### src/hdl/rpd_pkg.sv
// Shared types, constants and operation codes for the PPM frame decoder.
package rpd_pkg;

  // Default sizing of the decoder
  localparam int MAX_CHANNELS_DEF  = 8;
  localparam int FILTER_WINDOW_DEF = 4;

  // Field and datapath widths
  localparam int WIDTH_W = 16;
  localparam int TS_W    = 32;
  localparam int CHAN_W  = 8;
  localparam int ALU_W   = 32;
  localparam int PADDR_W = 3;
  localparam int PDATA_W = 32;

  // Register map
  localparam logic [PADDR_W-1:0] ADDR_MAX_PULSE  = 3'd0;
  localparam logic [WIDTH_W-1:0] MAX_PULSE_RESET = 16'd2500;

  // Item kinds
  localparam logic KIND_EDGE = 1'b0;
  localparam logic KIND_READ = 1'b1;

  // Shared unit operations
  localparam logic ALU_ADD = 1'b0;
  localparam logic ALU_SUB = 1'b1;

  // Request to the shared add/subtract unit
  typedef struct packed {
    logic             op;
    logic [ALU_W-1:0] a;
    logic [ALU_W-1:0] b;
  } alu_req_t;

endpackage

### src/hdl/rpd_alu.sv
// Shared add/subtract unit with carry/borrow out.
module rpd_alu import rpd_pkg::*; (
  input  alu_req_t         req,
  output logic [ALU_W-1:0] y,
  output logic             c
);

  // Add or subtract; c is carry on add, borrow on subtract
  always_comb begin
    if (req.op == ALU_SUB) begin
      {c, y} = {1'b0, req.a} - {1'b0, req.b};
    end else begin
      {c, y} = {1'b0, req.a} + {1'b0, req.b};
    end
  end

endmodule

### src/hdl/rpd_frame_mem.sv
// Frame store memory: one write port, one registered read port.
module rpd_frame_mem import rpd_pkg::*; #(
  parameter int ADDR_W = 5
) (
  input  logic               clk,
  input  logic               we,
  input  logic [ADDR_W-1:0]  waddr,
  input  logic [WIDTH_W-1:0] wdata,
  input  logic [ADDR_W-1:0]  raddr,
  output logic [WIDTH_W-1:0] rdata
);

  localparam int DEPTH = 1 << ADDR_W;

  logic [WIDTH_W-1:0] mem [DEPTH];

  // Write one entry and register the read data
  always_ff @(posedge clk) begin
    if (we) begin
      mem[waddr] <= wdata;
    end
    rdata <= mem[raddr];
  end

endmodule

### src/hdl/rc_ppm_frame_decoder_top.sv
// Top level: PPM edge decoding, frame ring and averaged channel read-out.
//
// Input channel: an item is taken when start is high and busy is low.
// in_kind = 0 is a rising edge at in_timestamp (microseconds, wraps at 2^32);
// in_kind = 1 reads channel in_channel averaged over FILTER_WINDOW frames.
// Result channel: out_valid strobes for one cycle with out_average_width;
// only reads produce a beat, and the receiver cannot stall it.
// Steps per item, which share the add/subtract unit and the frame memory:
//   pulse edge: subtract, compare, back to idle;
//   sync edge:  subtract, compare, then copy the N channels collected (one copy per cycle);
//   read:       FILTER_WINDOW frame fetches and adds, then a divide step
//               (reciprocal multiply), result strobes the cycle after;
//               an out-of-range channel answers 0 the cycle after acceptance.
// Reset: registers return to defaults (max_pulse_width = 2500) and a clearing
// pass zeroes all frame memory entries (32 by default), one entry a cycle,
// with busy high. Configuration through the APB port is taken at any time,
// including during the clearing pass.
module rc_ppm_frame_decoder_top import rpd_pkg::*; #(
  parameter int MAX_CHANNELS  = MAX_CHANNELS_DEF,
  parameter int FILTER_WINDOW = FILTER_WINDOW_DEF
) (
  input  logic               clk,
  input  logic               rst_n,
  // input channel
  input  logic               start,
  output logic               busy,
  input  logic               in_kind,
  input  logic [TS_W-1:0]    in_timestamp,
  input  logic [CHAN_W-1:0]  in_channel,
  // result channel
  output logic               out_valid,
  output logic [WIDTH_W-1:0] out_average_width,
  // configuration
  input  logic               psel,
  input  logic               penable,
  input  logic               pwrite,
  input  logic [PADDR_W-1:0] paddr,
  input  logic [PDATA_W-1:0] pwdata,
  output logic [PDATA_W-1:0] prdata,
  output logic               pready
);

  localparam int CH_W    = (MAX_CHANNELS > 1) ? $clog2(MAX_CHANNELS) : 1;
  localparam int CNT_W   = $clog2(MAX_CHANNELS + 1);
  localparam int SLOT_W  = (FILTER_WINDOW > 1) ? $clog2(FILTER_WINDOW) : 1;
  localparam int ADDR_W  = SLOT_W + CH_W;
  localparam int DEPTH   = 1 << ADDR_W;
  localparam int SUM_W   = WIDTH_W + $clog2(FILTER_WINDOW);
  // floor(sum / FILTER_WINDOW) == (sum * RECIP) >> DIV_SH for every sum below 2^SUM_W
  localparam int DIV_SH  = SUM_W + $clog2(FILTER_WINDOW);
  localparam int RECIP_W = SUM_W + 1;
  localparam int PROD_W  = SUM_W + RECIP_W;
  localparam int RECIP   = ((1 << DIV_SH) + FILTER_WINDOW - 1) / FILTER_WINDOW;

  // Sequencer states
  localparam logic [2:0] S_CLEAR = 3'd0;
  localparam logic [2:0] S_IDLE  = 3'd1;
  localparam logic [2:0] S_ESUB  = 3'd2;
  localparam logic [2:0] S_ECMP  = 3'd3;
  localparam logic [2:0] S_COPY  = 3'd4;
  localparam logic [2:0] S_RRD   = 3'd5;
  localparam logic [2:0] S_RACC  = 3'd6;
  localparam logic [2:0] S_DIV   = 3'd7;

  logic [2:0]         state_r, state_nxt;
  logic [WIDTH_W-1:0] max_r, max_nxt;
  logic [TS_W-1:0]    prev_r, prev_nxt;
  logic [TS_W-1:0]    ts_r, ts_nxt;
  logic [CH_W-1:0]    ch_r, ch_nxt;
  logic [CNT_W-1:0]   cnt_r, cnt_nxt;
  logic [SLOT_W-1:0]  slot_r, slot_nxt;
  logic [SLOT_W-1:0]  f_r, f_nxt;
  logic [CH_W-1:0]    idx_r, idx_nxt;
  logic [ADDR_W-1:0]  clr_r, clr_nxt;
  logic [ALU_W-1:0]   acc_r, acc_nxt;
  logic               out_valid_r, out_valid_nxt;
  logic [WIDTH_W-1:0] out_data_r, out_data_nxt;

  logic [WIDTH_W-1:0] stage_r [MAX_CHANNELS];
  logic               stage_we;

  alu_req_t           alu_req;
  logic [ALU_W-1:0]   alu_y;
  logic               alu_c;

  logic               mem_we;
  logic [ADDR_W-1:0]  mem_waddr;
  logic [WIDTH_W-1:0] mem_wdata;
  logic [ADDR_W-1:0]  mem_raddr;
  logic [WIDTH_W-1:0] mem_rdata;

  logic               cfg_wr;
  logic [SLOT_W-1:0]  slot_adv;
  logic [CNT_W-1:0]   idx_inc;
  logic [PROD_W-1:0]  div_prod;

  rpd_alu u_alu (
    .req (alu_req),
    .y   (alu_y),
    .c   (alu_c)
  );

  rpd_frame_mem #(
    .ADDR_W (ADDR_W)
  ) u_mem (
    .clk   (clk),
    .we    (mem_we),
    .waddr (mem_waddr),
    .wdata (mem_wdata),
    .raddr (mem_raddr),
    .rdata (mem_rdata)
  );

  // Configuration port
  assign pready = 1'b1;
  assign cfg_wr = psel && penable && pwrite && pready && (paddr == ADDR_MAX_PULSE);
  assign prdata = (paddr == ADDR_MAX_PULSE) ? {{(PDATA_W-WIDTH_W){1'b0}}, max_r} : '0;
  assign max_nxt = cfg_wr ? pwdata[WIDTH_W-1:0] : max_r;

  // Handshake and result ports
  assign busy              = (state_r != S_IDLE);
  assign out_valid         = out_valid_r;
  assign out_average_width = out_data_r;

  // Helpers for ring advance, copy end and the constant divide
  assign slot_adv  = (slot_r == SLOT_W'(FILTER_WINDOW - 1)) ? '0 : slot_r + SLOT_W'(1);
  assign idx_inc   = CNT_W'(idx_r) + CNT_W'(1);
  assign div_prod  = PROD_W'(acc_r[SUM_W-1:0]) * PROD_W'(RECIP);
  assign mem_raddr = {f_r, ch_r};

  // Sequencer
  always_comb begin
    state_nxt     = state_r;
    prev_nxt      = prev_r;
    ts_nxt        = ts_r;
    ch_nxt        = ch_r;
    cnt_nxt       = cnt_r;
    slot_nxt      = slot_r;
    f_nxt         = f_r;
    idx_nxt       = idx_r;
    clr_nxt       = clr_r;
    acc_nxt       = acc_r;
    out_valid_nxt = 1'b0;
    out_data_nxt  = out_data_r;
    stage_we      = 1'b0;
    mem_we        = 1'b0;
    mem_waddr     = {slot_r, idx_r};
    mem_wdata     = stage_r[idx_r];
    alu_req.op    = ALU_SUB;
    alu_req.a     = ts_r;
    alu_req.b     = prev_r;
    case (state_r)
      S_CLEAR: begin
        // zero one frame entry per cycle
        mem_we    = 1'b1;
        mem_waddr = clr_r;
        mem_wdata = '0;
        clr_nxt   = clr_r + ADDR_W'(1);
        if (clr_r == ADDR_W'(DEPTH - 1)) begin
          state_nxt = S_IDLE;
        end
      end
      S_IDLE: begin
        if (start) begin
          ts_nxt  = in_timestamp;
          ch_nxt  = in_channel[CH_W-1:0];
          acc_nxt = '0;
          f_nxt   = '0;
          if (in_kind == KIND_EDGE) begin
            state_nxt = S_ESUB;
          end else if (in_channel >= CHAN_W'(MAX_CHANNELS)) begin
            out_valid_nxt = 1'b1;
            out_data_nxt  = '0;
          end else begin
            state_nxt = S_RRD;
          end
        end
      end
      S_ESUB: begin
        // interval since the previous edge, modulo 2^32
        alu_req.op = ALU_SUB;
        alu_req.a  = ts_r;
        alu_req.b  = prev_r;
        acc_nxt    = alu_y;
        prev_nxt   = ts_r;
        state_nxt  = S_ECMP;
      end
      S_ECMP: begin
        // borrow means interval above max_pulse_width: sync gap
        alu_req.op = ALU_SUB;
        alu_req.a  = {{(ALU_W-WIDTH_W){1'b0}}, max_r};
        alu_req.b  = acc_r;
        if (!alu_c) begin
          if (cnt_r < CNT_W'(MAX_CHANNELS)) begin
            stage_we = 1'b1;
            cnt_nxt  = cnt_r + CNT_W'(1);
          end
          state_nxt = S_IDLE;
        end else if (cnt_r == '0) begin
          slot_nxt  = slot_adv;
          state_nxt = S_IDLE;
        end else begin
          idx_nxt   = '0;
          state_nxt = S_COPY;
        end
      end
      S_COPY: begin
        // copy staged widths into the current slot
        mem_we  = 1'b1;
        idx_nxt = idx_r + CH_W'(1);
        if (idx_inc == cnt_r) begin
          cnt_nxt   = '0;
          slot_nxt  = slot_adv;
          state_nxt = S_IDLE;
        end
      end
      S_RRD: begin
        state_nxt = S_RACC;
      end
      S_RACC: begin
        // accumulate one frame's width
        alu_req.op = ALU_ADD;
        alu_req.a  = acc_r;
        alu_req.b  = {{(ALU_W-WIDTH_W){1'b0}}, mem_rdata};
        acc_nxt    = alu_y;
        if (f_r == SLOT_W'(FILTER_WINDOW - 1)) begin
          state_nxt = S_DIV;
        end else begin
          f_nxt     = f_r + SLOT_W'(1);
          state_nxt = S_RRD;
        end
      end
      S_DIV: begin
        // divide the sum by FILTER_WINDOW with a reciprocal multiply
        out_valid_nxt = 1'b1;
        out_data_nxt  = div_prod[DIV_SH +: WIDTH_W];
        state_nxt     = S_IDLE;
      end
      default: begin
        state_nxt = S_IDLE;
      end
    endcase
  end

  // Control registers
  always_ff @(posedge clk) begin
    if (!rst_n) begin
      state_r     <= S_CLEAR;
      max_r       <= MAX_PULSE_RESET;
      prev_r      <= '0;
      cnt_r       <= '0;
      slot_r      <= '0;
      clr_r       <= '0;
      out_valid_r <= 1'b0;
    end else begin
      state_r     <= state_nxt;
      max_r       <= max_nxt;
      prev_r      <= prev_nxt;
      cnt_r       <= cnt_nxt;
      slot_r      <= slot_nxt;
      clr_r       <= clr_nxt;
      out_valid_r <= out_valid_nxt;
    end
  end

  // Datapath registers
  always_ff @(posedge clk) begin
    ts_r       <= ts_nxt;
    ch_r       <= ch_nxt;
    f_r        <= f_nxt;
    idx_r      <= idx_nxt;
    acc_r      <= acc_nxt;
    out_data_r <= out_data_nxt;
  end

  // Staging widths
  always_ff @(posedge clk) begin
    if (stage_we) begin
      stage_r[cnt_r[CH_W-1:0]] <= acc_r[WIDTH_W-1:0];
    end
  end

  // Checks
  a_strobe_src: assert property (@(posedge clk) disable iff (!rst_n)
    out_valid |-> ($past(state_r) == S_DIV || $past(state_r) == S_IDLE))
    else $error("result strobe outside divide end or out-of-range read");

  a_cnt_cap: assert property (@(posedge clk) disable iff (!rst_n)
    cnt_r <= CNT_W'(MAX_CHANNELS))
    else $error("channel count past capacity");

  a_copy_idx: assert property (@(posedge clk) disable iff (!rst_n)
    (state_r == S_COPY) |-> (CNT_W'(idx_r) < cnt_r))
    else $error("copy index beyond collected channels");

  a_accept_leaves_idle: assert property (@(posedge clk) disable iff (!rst_n)
    (start && !busy && in_kind == KIND_EDGE) |=> (state_r == S_ESUB))
    else $error("edge beat not started");

endmodule
### config.mk
export PLATFORM = sky130hd
export DESIGN_NAME = rc_ppm_frame_decoder_top
export DESIGN_NICKNAME = d
export VERILOG_FILES = /design/src/hdl/rpd_pkg.sv /design/src/hdl/rpd_alu.sv /design/src/hdl/rpd_frame_mem.sv /design/src/hdl/rc_ppm_frame_decoder_top.sv
export SDC_FILE = /design/constraint.sdc
export NUM_CORES = 1
export LEC_CHECK = 0
export BUFFER_PORTS_ARGS = -buffer_cell sky130_fd_sc_hd__buf_2
export CORE_MARGIN = 5
export CORE_UTILIZATION = 62
export CTS_CLUSTER_SIZE = 30
export DETAILED_ROUTE_END_ITERATION = 8
export PLACE_DENSITY = 0.85
export SLEW_MARGIN = 20
export SYNTH_ARGS = -nofsm -noshare
export SYNTH_HDL_FRONTEND = slang
export SYNTH_SLANG_ARGS = --single-unit
### constraint.sdc
create_clock -name clk -period 7.3 [get_ports clk]
set_input_delay 1.46 -clock clk [delete_from_list [all_inputs] [get_ports clk]]
set_output_delay 1.46 -clock clk [all_outputs]
set_load 0.01 [all_outputs]
==> metrics.md <==
| Metric | Value |
|---|---|
| Status | `finished clean` |
| Part of the cycle the worst path needs | `0.745` |
| Grt ovf | `0` |
| Max-cap violations | `0` |
| Grt met1 use | `0.392` |
| Via-per-instance ratio | `between 6 and 7` |
| Antenna Cells | `0` |
| CP Max Fanout | `36` |
| DP Wirelength | `around 54 mm` |
| CTS sink count | `810` |
| Met2 usage | `0.495` |
| Largest net degree at the start of global routing | `around 130` |
| CTS Buf Count | `slightly below 80` |
| Vias in the first global route | `about 21000` |
| Max-slew violations | `0` |
| Die area | `between 60000 and 70000 µm²` |
| Final Power | `approximately 9.0 mW` |
| Tightest Pin Transition | `between 1000 and 1500 ps` |
| Post-Synthesis Cells | `around 2200` |
| Initial antenna violation count | `2` |
| Hold Crit Depth | `2` |
| ANT nets after route | `0` |
| Most frequent cells in the layout | `728 x edfxtp_1, 192 x mux4_2, 181 x nand2_1` |
| Hold_buf cts | `0` |
| Leakage | `between 10 and 15 nW` |
| Worst reg2reg path depth | `17` |
| Yosys warns | `0` |
| Tmin final | `approximately 5400 ps` |
| First-pass GRT wire length | `133 mm` |
| Pre-CTS setup slack | `just over 2000 ps` |
| Total track usage | `0.296` |
| Layout cells sized above 1 | `0.220` |
| Async SR Flop Fraction | `0` |
| Post-CTS resize count | `0` |
| Slew headroom | `0.257` |
| Finished Core Util | `0.698` |
| Reg clk slew, reported paths | `roughly 60 ps` |
| Crit path launch type | `register` |
| Post-Syn Area | `between 30000 and 40000 µm²` |
| CP Capture Type | `register` |
| Core ar. | `roughly 56000 µm²` |
| Final Setup Violations | `0` |
| Yosys top cell area share | `0.621` |
| Most common cell after layout, fill and taps aside | `edfxtp_1` |
| Clock Tree Buf Depth | `3` |
| Worst hold path class | `register to register` |
| RSZ-0062 raised after global routing | `no` |
| Most used DFF post-synth | `edfxtp_1` |
| DIE HEIGHT | `~250 µm` |
| Max Fclk | `0.184 GHz` |
| DR vias | `21000` |
| Setup Fix Bufs, Post-CTS | `0` |
| Synth cell types | `a little under 80` |
| Starting density of the core | `0.626` |
| DRT iter0 DRCs | `~2500` |
| Crit path kind | `register to register` |
| RePlAce Congestion | `0.934` |
| P&R area growth vs syn | `11.5%` |
| H-tree depth | `3` |
| Fin nets | `2482` |
| Fin. Hold Viols | `0` |
| Post-Route WL | `91.2 mm` |
| Dominant cells by area after synthesis | `edfxtp_1 62%, mux4_2 12%, dfxtp_1 4.7%` |
| Peak supply drop | `about 300 µV` |
| CTS tree | `built` |
| Clk root buf | `clkbuf_16` |
| Largest area contributor in the netlist | `edfxtp_1` |
| Routing usage on met3 | `0.0504` |
| CP required | `7610 ps` |
| GR peak layer | `met2` |
| Post-synthesis area per instance | `about 16 µm²` |
| Buffers on Ports | `a little under 100` |
| Pwr/cell area | `around 230 nW/µm²` |
| Skew final | `approximately 29 ps` |
| Hold_ws | `465 ps` |
| Drt pass-1 iters | `6` |
| PnR worst setup slack | `about 1900 ps` |
| Post-synthesis sequential area ratio | `0.667` |
| FF+latch count, synth | `around 800` |
| Number of remaining DRC errors | `0` |
| I/O pin cnt | `133` |
| Number of flops mapped to enable cells by yosys | `roughly 730` |
| FP Rows | `87` |
| CP arrival | `about 5700 ps` |
| Setup TNS | `0 ps` |
| Die width | `248 µm` |
| Routed len/inst | `roughly 29 µm` |
| Clk_lat worst skew | `between 600 and 700 ps` |
## final cells by class
cell class	count	area (µm²)
clock inverters	47	368
inverters	70	263
clock buffers	97	2100
well taps	756	946
fillers	3525	17000
flip-flops and latches	810	23500
multi-input cells	1205	11100
repair buffers	162	1000
## metrics by stage
step,std cells,cell area [µm²]
6_report,3147,39300
5_1_grt,3147,39300
3_5_place_dp,3002,36700
4_1_cts,3146,39200
2_1_floorplan,2229,35300
3_3_place_gp,3002,36700
## kinds of logic (layout without fill, tap and decap cells)
group,count (synthesis),count (layout),share of synthesized area
flip-flops,810,810,0.667
AND/OR/NAND/NOR,503,503,0.0668
AO/OA/AOI/OAI,343,343,0.0703
multiplexers,237,237,0.136
buffers and inverters,214,376,0.0248
adder cells (fa/ha/maj),73,73,0.0264
XOR/XNOR,32,32,0.00796
other,2,17,0.000213
## worst max-delay path, cell delays in order (launching register included)
cell and delay, ps:
dfxtp_2 340, clkinv_1 50, buf_4 330, nor2_4 90
nor2_4 650, buf_4 450, and2_1 180, a221o_1 130
ha_1 330, o21ba_2 260, or4_1 490, a31oi_1 270
o2111a_2 290, o21ba_1 230, o21ba_4 210, nand3_1 230
nor3b_2 250, buf_4 300
## worst paths after layout
check | startpoint | slack [ps] | to
max reg2reg | state_r[2] | 1860 | stage_r[4][4]
max | state_r[2] | 1860 | stage_r[4][4]
min reg2reg | prev_r[9] | 460 | prev_r[9]
min | prev_r[9] | 460 | prev_r[9]
## synthesized netlist by cell type (all sizes together) (6+ instances only)
library cell  count
a21boi           47
a31oi             7
and3              9
clkbuf           95
dfxtp            82
mux2i            27
buf              49
nor2b            14
a211oi           14
o21bai            9
or2               8
o21ai            40
and2             57
nor3             28
ha               71
o211ai           11
mux4            192
a22o             31
edfxtp          728
nand2b           14
nor4              6
a221o            18
mux2             18
o21a              7
inv              69
a21oi            65
nand2           181
nand3            17
xnor2            30
nor2            131
a22oi            17
nand4            10
o31ai            14
a21o             16
or3               8
## routing by layer
metal	routed length [µm]	vias to the layer above
li1	-	8822
met1	33600	10700
met2	45900	1249
met3	7730	240
met4	4040	2
met5	7	-
## flip-flops by register name, indices dropped and copies added (netlist names), named ones only
signal and flops:
stage_r 128, clr_r 5, max_r 16, idx_r 3, acc_r 32, u_mem.rdata 16, prev_r 32, out_average_width 16
ch_r 3, state_r 3, f_r 2, out_valid 1, slot_r 2, ts_r 32, cnt_r 4, u_mem.mem 512
## report_power, final
part / total [mW] / switching (mW) / internal (mW)
Clock: 3.88 / 1.75 / 2.13
Combinational: 0.110 / 0.0684 / 0.0421
Sequential: 5.04 / 0.0155 / 5.02
No activity file was read; power rests on OpenSTA's default activity.
